[src/design/spq_pkg.sv]
// spq_pkg: types and constants of the stable priority queue.
// Shared by spq_cell and stable_priority_queue; depends on nothing.
`default_nettype none

package spq_pkg;

  localparam int unsigned CAPACITY_DEF = 16;
  localparam int unsigned ID_W         = 16;
  localparam int unsigned PRIO_W       = 8;
  localparam int unsigned OCC_W        = 5;

  typedef enum logic [1:0] {
    ST_INSERTED = 2'd0,
    ST_DROPPED  = 2'd1,
    ST_REMOVED  = 2'd2,
    ST_EMPTY    = 2'd3
  } status_e;

  typedef struct packed {
    logic              valid;
    logic [ID_W-1:0]   id;
    logic [PRIO_W-1:0] prio;
  } entry_t;

  typedef struct packed {
    logic   ins;
    logic   rem;
    entry_t entry;
  } cell_cmd_t;

endpackage

`default_nettype wire

[src/design/spq_cell.sv]
// spq_cell: one slot of the sorted shift register.
// Depends on spq_pkg (entry_t, cell_cmd_t).
`default_nettype none

module spq_cell (
  input  wire logic               clk_i,
  input  wire logic               rst_ni,
  input  wire spq_pkg::cell_cmd_t cmd_i,
  input  wire spq_pkg::entry_t    left_i,
  input  wire logic               left_place_i,
  input  wire spq_pkg::entry_t    right_i,
  output spq_pkg::entry_t         entry_o,
  output logic                    place_o
);
  import spq_pkg::*;

  logic              valid_q, valid_d;
  logic [ID_W-1:0]   id_q, id_d;
  logic [PRIO_W-1:0] prio_q, prio_d;

  assign entry_o = '{valid: valid_q, id: id_q, prio: prio_q};
  assign place_o = !valid_q || (prio_q < cmd_i.entry.prio);

  always_comb begin
    valid_d = valid_q;
    id_d    = id_q;
    prio_d  = prio_q;
    if (cmd_i.ins && place_o) begin
      if (left_place_i) begin
        valid_d = left_i.valid;
        id_d    = left_i.id;
        prio_d  = left_i.prio;
      end else begin
        valid_d = cmd_i.entry.valid;
        id_d    = cmd_i.entry.id;
        prio_d  = cmd_i.entry.prio;
      end
    end else if (cmd_i.rem) begin
      valid_d = right_i.valid;
      id_d    = right_i.id;
      prio_d  = right_i.prio;
    end
  end

  always_ff @(posedge clk_i or negedge rst_ni) begin
    if (!rst_ni) begin
      valid_q <= 1'b0;
    end else begin
      valid_q <= valid_d;
    end
  end

  always_ff @(posedge clk_i) begin
    id_q   <= id_d;
    prio_q <= prio_d;
  end

endmodule

`default_nettype wire

[src/design/stable_priority_queue.sv]
// stable_priority_queue: sorted shift-register priority queue, top level.
// Depends on spq_pkg and spq_cell.
//
//   port group        dir  handshake        payload
//   command           in   start, busy      kind_i, job_id_i, job_priority_i
//   result            out  valid_o strobe   status_o, out_id_o, out_priority_o,
//                                           occupancy_o
//
// One item per cycle: every cell compares its priority with the new one in
// parallel and shifts in the same edge, so the compare in each cell sets the cycle.
// The result strobes in the cycle after the item is accepted; busy stays low.
// Reset clears the valid bit of every cell and the count at once.
// The receiver cannot stall; each result is shown for exactly one cycle.
`default_nettype none

module stable_priority_queue #(
  parameter int unsigned CAPACITY = spq_pkg::CAPACITY_DEF
) (
  input  wire logic                        clk_i,
  input  wire logic                        rst_ni,
  input  wire logic                        start,
  output logic                             busy,
  input  wire logic                        kind_i,
  input  wire logic [spq_pkg::ID_W-1:0]    job_id_i,
  input  wire logic [spq_pkg::PRIO_W-1:0]  job_priority_i,
  output logic                             valid_o,
  output spq_pkg::status_e                 status_o,
  output logic [spq_pkg::ID_W-1:0]         out_id_o,
  output logic [spq_pkg::PRIO_W-1:0]       out_priority_o,
  output logic [spq_pkg::OCC_W-1:0]        occupancy_o
);
  import spq_pkg::*;

  localparam int unsigned CntW = $clog2(CAPACITY + 1);

  entry_t    cell_entry [CAPACITY];
  logic      cell_place [CAPACITY];
  cell_cmd_t cmd;
  logic      accept, full, empty;

  logic [CntW-1:0]   count_q, count_d;
  logic              valid_q;
  status_e           status_q, status_d;
  logic [ID_W-1:0]   out_id_q, out_id_d;
  logic [PRIO_W-1:0] out_prio_q, out_prio_d;

  assign busy   = 1'b0;
  assign accept = start && !busy;
  assign full   = cell_entry[CAPACITY-1].valid;
  assign empty  = !cell_entry[0].valid;

  assign cmd.ins   = accept && !kind_i && !full;
  assign cmd.rem   = accept && kind_i && !empty;
  assign cmd.entry = '{valid: 1'b1, id: job_id_i, prio: job_priority_i};

  for (genvar g = 0; g < CAPACITY; g++) begin : g_cell
    entry_t left_e, right_e;
    logic   left_p;
    if (g == 0) begin : g_first
      assign left_e = '0;
      assign left_p = 1'b0;
    end else begin : g_mid
      assign left_e = cell_entry[g-1];
      assign left_p = cell_place[g-1];
    end
    if (g == CAPACITY - 1) begin : g_last
      assign right_e = '0;
    end else begin : g_inner
      assign right_e = cell_entry[g+1];
    end
    spq_cell u_cell (
      .clk_i        (clk_i),
      .rst_ni       (rst_ni),
      .cmd_i        (cmd),
      .left_i       (left_e),
      .left_place_i (left_p),
      .right_i      (right_e),
      .entry_o      (cell_entry[g]),
      .place_o      (cell_place[g])
    );
  end

  always_comb begin
    count_d    = count_q;
    out_id_d   = '0;
    out_prio_d = '0;
    if (kind_i) begin
      status_d = empty ? ST_EMPTY : ST_REMOVED;
    end else begin
      status_d = full ? ST_DROPPED : ST_INSERTED;
    end
    if (cmd.ins) begin
      count_d = count_q + CntW'(1);
    end else if (cmd.rem) begin
      count_d    = count_q - CntW'(1);
      out_id_d   = cell_entry[0].id;
      out_prio_d = cell_entry[0].prio;
    end
  end

  always_ff @(posedge clk_i or negedge rst_ni) begin
    if (!rst_ni) begin
      count_q <= '0;
      valid_q <= 1'b0;
    end else begin
      count_q <= count_d;
      valid_q <= accept;
    end
  end

  always_ff @(posedge clk_i) begin
    if (accept) begin
      status_q   <= status_d;
      out_id_q   <= out_id_d;
      out_prio_q <= out_prio_d;
    end
  end

  assign valid_o        = valid_q;
  assign status_o       = status_q;
  assign out_id_o       = out_id_q;
  assign out_priority_o = out_prio_q;
  assign occupancy_o    = OCC_W'(count_q);

  assert property (@(posedge clk_i) disable iff (!rst_ni)
    accept |=> valid_o)
    else $error("result strobe missing after accepted item");

  assert property (@(posedge clk_i) disable iff (!rst_ni)
    (count_q == '0) == !cell_entry[0].valid)
    else $error("count disagrees with front cell");

  assert property (@(posedge clk_i) disable iff (!rst_ni)
    (count_q == CntW'(CAPACITY)) == cell_entry[CAPACITY-1].valid)
    else $error("count disagrees with last cell");

  assert property (@(posedge clk_i) disable iff (!rst_ni)
    cmd.rem |=> (count_q == $past(count_q) - CntW'(1)))
    else $error("remove did not lower the count");

endmodule

`default_nettype wire

[config.mk]
export PLATFORM = sky130hd
export DESIGN_NAME = stable_priority_queue
export DESIGN_NICKNAME = d
export VERILOG_FILES = /design/src/design/spq_pkg.sv /design/src/design/spq_cell.sv /design/src/design/stable_priority_queue.sv
export SDC_FILE = /design/constraint.sdc
export NUM_CORES = 1
export LEC_CHECK = 0
export ABC_AREA = 1
export ABC_CLOCK_PERIOD_IN_PS = 2500
export BUFFER_PORTS_ARGS = -buffer_cell sky130_fd_sc_hd__buf_2
export CAP_MARGIN = 0
export CORE_MARGIN = 5
export CORE_UTILIZATION = 58
export DETAILED_ROUTE_END_ITERATION = 8
export GPL_ROUTABILITY_DRIVEN = 0
export PLACE_DENSITY = 0.78
export REMOVE_ABC_BUFFERS = 1
export SLEW_MARGIN = 0
export SYNTH_ARGS = -nofsm -noshare
export SYNTH_HDL_FRONTEND = slang
export SYNTH_SLANG_ARGS = --single-unit
[constraint.sdc]
create_clock -name clk_i -period 2.5 [get_ports clk_i]
set_input_delay 0.5 -clock clk_i [delete_from_list [all_inputs] [get_ports clk_i]]
set_output_delay 0.5 -clock clk_i [all_outputs]
set_load 0.02 [all_outputs]
==> reports/qor.json <==
{
  "status": "completed",
  "synthAdderAreaFrac_pct": 5.21,
  "cts_buffers": 48,
  "number_of_global_route_vias_before_repair": 23400,
  "r2r-start": "g_cell[13].u_cell.prio_q[5]$_DFFE_PP_",
  "setup_repair_after_global_routing_missed_its_margin": "false",
  "coreArea_sq_mm": 0.0452,
  "port_buffers": 59,
  "die_area_sq_mm": 0.0498,
  "crit_fanout": 19,
  "cell_area_placed_sq_mm": 0.0278,
  "cts_resized": 0,
  "final.period_utilization_pct": 88.1,
  "placement.setup.worst_slack_ns": -0.0613,
  "drtIter0Drc": 2921,
  "min-delay-path-class": "in -> reg",
  "place_hpwl_um": 55300,
  "rows": 78,
  "route.vias.total": 23900,
  "global_route_wire_length_before_repair_um": 124000,
  "grt_max_degree": 40,
  "ctsLongestPathBuffers": 3,
  "insertedDiodeCount": 0,
  "place.detailed.instances": 3972,
  "timing_worst_slew_pin_value_ns": 0.784,
  "share_of_the_yosys_chip_area_belonging_to_registers_pct": 48.8,
  "critPathCaptureType": "register",
  "finalClockSkew_ns": 0.0289,
  "final_critical_path_setup_slack_ns": 0.298,
  "slowest_delay_ns": 0.44,
  "worst_path_max_delay_cell": "sky130_fd_sc_hd__edfxtp_1",
  "globalRouteTotalUtil_pct": 30.9,
  "cts_tree": "done",
  "report.final.slew_viol_count": 0,
  "r2r_cells": 12,
  "final_layout_size_suffix_gt1_share_pct": 10.2,
  "via_per_inst": 5.89,
  "totalNegativeSetupSlack_ns": 0,
  "aggregate_global_routing_overflow": 0,
  "min_hold_slack_ns": 0.149,
  "antenna_violating_nets_post_route": 0,
  "netlist_instances": 3368,
  "irDropWorstVdd_mv": 0.697,
  "hold_violations": 0,
  "finalCriticalPeriod_ns": 2.20,
  "stdcell_area_sq_mm": 0.0295,
  "start_util_pct": 58.3,
  "yosys-top-cells-area": "sky130_fd_sc_hd__edfxtp_1 47%, sky130_fd_sc_hd__nand2_1 26%, sky130_fd_sc_hd__nand3_1 7.4%",
  "finalSetupViolations": 0,
  "yosysWarnings": 0,
  "cp-start-kind": "register",
  "die-height_um": 223,
  "crit-reg2reg-capture": "g_cell[14].u_cell.id_q[4]$_DFFE_PP_",
  "worstSkewPairLatency_ns": 0.61,
  "fin_util_pct": 65.3,
  "min-delay-start": "kind_i",
  "routed_wl_um": 79100,
  "synth_top_area_share_pct": 46.7,
  "synth_area_leader_cell": "sky130_fd_sc_hd__edfxtp_1",
  "synth-simple-area-share_pct": 37.5,
  "die_width_um": 223,
  "synth-compound-area-share_pct": 2.26,
  "wl_per_cell_um": 19.5,
  "cts.root.buffer_cell": "sky130_fd_sc_hd__clkbuf_16",
  "nets_final": 3560,
  "cpMostUsedCell": "sky130_fd_sc_hd__nand2_1",
  "areaGrowthSynthToFinish_pct": 12.0,
  "htree_num_levels": 2,
  "synth.mux.area_fraction_pct": 0,
  "tritoncts_num_sinks": 432,
  "synth_top_family_by_area": "simple AND/OR/NAND/NOR gates",
  "power-per-cell-area_mw_per_mm2": 1140,
  "grt_antenna_before_repair": 0,
  "synth.distinct_cells": 32,
  "mappedNetlistArea_sq_mm": 0.0263,
  "maximum_capacitance_violations": 0,
  "total_power_mw": 33.5,
  "timing.hold.worst_path_depth": 1,
  "rrSetupSlack_ns": 0.30,
  "worstPathRequired_ns": 2.96,
  "ioPinCount": 61,
  "avgSynthCellArea_sq_um": 7.82,
  "drt_first_pass_iters": 8,
  "drc": 0,
  "clk_transition_reported_paths_ns": 0.06,
  "worst_hold_end": "status_o[1]$_DFFE_PP_",
  "synth-seq-cells": 432,
  "worstPathCellList": "ha_1 -> a21oi_1 -> nor2_1 -> nor3_1 -> buf_4 -> nand2_4 -> nand2_8 -> buf_4 -> nand2_1 -> nand2_1 -> nand2_1 -> nand2_1",
  "tightest_slew_margin_relative_to_the_limit_pct": 47.7,
  "data_arrival_at_the_endpoint_of_the_critical_path_ns": 2.67,
  "synth_xor_area_share_pct": 0.133,
  "power_leakage_nw": 14.5,
  "fmaxAchievable_mhz": 454,
  "setup.worst_path.class": "reg -> reg",
  "stdcell_count": 4061
}
[cell usage after synthesis, drive strengths merged]
master     n
buf      135
edfxtp   410
xor2       2
nor3       4
clkbuf    68
a21oi     48
ha       108
inv      115
a32o       1
nand3b    12
nor2      95
xnor2      2
conb       1
o21a      11
nand3    391
fa         1
dfrtp     22
nand2   1892
o21ai     50
[cells in the final DEF (no fill, tap or decap), types with 3 or more instances in the layout]
| cell type | synthesis | layout |
|---|---|---|
| sky130_fd_sc_hd__nand2_2 | 17 | 17 |
| sky130_fd_sc_hd__buf_4 | 42 | 114 |
| sky130_fd_sc_hd__nand2_1 | 1844 | 1844 |
| sky130_fd_sc_hd__inv_2 | 7 | 7 |
| sky130_fd_sc_hd__nor2_1 | 94 | 94 |
| sky130_fd_sc_hd__clkbuf_8 | 0 | 3 |
| sky130_fd_sc_hd__dfrtp_1 | 22 | 22 |
| sky130_fd_sc_hd__clkinv_2 | 0 | 11 |
| sky130_fd_sc_hd__inv_4 | 7 | 7 |
| sky130_fd_sc_hd__o21a_1 | 11 | 11 |
| sky130_fd_sc_hd__a21oi_1 | 47 | 47 |
| sky130_fd_sc_hd__buf_2 | 61 | 59 |
| sky130_fd_sc_hd__o21ai_1 | 6 | 6 |
| sky130_fd_sc_hd__edfxtp_1 | 410 | 410 |
| sky130_fd_sc_hd__clkbuf_1 | 68 | 7 |
| sky130_fd_sc_hd__inv_1 | 100 | 100 |
| sky130_fd_sc_hd__nand2_4 | 24 | 24 |
| sky130_fd_sc_hd__bufinv_16 | 0 | 11 |
| sky130_fd_sc_hd__o21ai_0 | 44 | 44 |
| sky130_fd_sc_hd__clkbuf_16 | 0 | 48 |
| sky130_fd_sc_hd__ha_1 | 108 | 108 |
| sky130_fd_sc_hd__nor3_1 | 4 | 4 |
| sky130_fd_sc_hd__nand2_8 | 7 | 7 |
| sky130_fd_sc_hd__nand3_1 | 391 | 390 |
| sky130_fd_sc_hd__buf_12 | 1 | 34 |
| sky130_fd_sc_hd__nand3b_1 | 12 | 12 |
[report_power, final]
group,total (mW),leakage (nW),internal (mW),switching (mW)
clock network,7.83,0.849,4.77,3.06
logic,12.9,9.47,4.42,8.48
registers,12.8,4.19,11.0,1.81
[flip-flops by register name, indices dropped and copies added, names as in the netlist]
signal,flops
occupancy_o,5
out_priority_o,8
out_id_o,16
status_o,2
valid_o,1
g_cell.u_cell.valid_q,16
g_cell.u_cell.id_q,256
g_cell.u_cell.prio_q,128
[worst max-delay path: cells and delay by family (launching register included)]
family | cells | cell delay (ns)
fa+ha+maj | 1 | 0.33
simple gates | 8 | 0.72
compound gates | 1 | 0.16
flops | 1 | 0.44
buf+inv | 2 | 0.40
[worst max-delay path by stage]
stage,startpoint,end,slack (ns)
3_5_place_dp,job_priority_i[5],g_cell[13].u_cell.id_q[10]$_DFFE_PP_,-0.06
3_3_place_gp,job_priority_i[5],g_cell[13].u_cell.prio_q[0]$_DFFE_PP_,0.04
5_1_grt,g_cell[13].u_cell.prio_q[5]$_DFFE_PP_,g_cell[14].u_cell.id_q[8]$_DFFE_PP_,0.17
2_1_floorplan,g_cell[0].u_cell.valid_q$_DFFE_PN0P_,g_cell[15].u_cell.id_q[0]$_SDFFCE_PN0P_,-0.93
6_report,g_cell[13].u_cell.prio_q[5]$_DFFE_PP_,g_cell[14].u_cell.id_q[4]$_DFFE_PP_,0.30
4_1_cts,g_cell[13].u_cell.prio_q[5]$_DFFE_PP_,g_cell[13].u_cell.id_q[5]$_DFFE_PP_,0.33
[layout make-up]
class / count / area [sq um]
fillers: 3624 / 15700
flip-flops and latches: 432 / 12900
multi-input cells: 2618 / 11900
repair buffers: 208 / 1840
clock buffers: 58 / 1270
well taps: 600 / 751
clock inverters: 30 / 462
inverters: 115 / 454
[kinds of logic after synthesis]
| kind of cell | Yosys count |
|---|---|
| xor+xnor | 4 |
| compound gates | 110 |
| simple gates | 2394 |
| other cells | 1 |
| flops | 432 |
| buf+inv | 318 |
| fa+ha+maj | 109 |
[repair_timing]
action                    4_1_cts  5_1_grt
hold endpoints to repair       22        0
hold buffers                    1        0
setup buffers                   0        0
[layer usage]
metal	part of all wire, %	vias up	track usage, %
li1	-	11000	-
met1	36	11100	37.2
met2	48	1405	52.3
met3	9.5	394	5.26
met4	6.9	0	17.9
met5	0	-	0
Power figures use the tool's default switching activity.
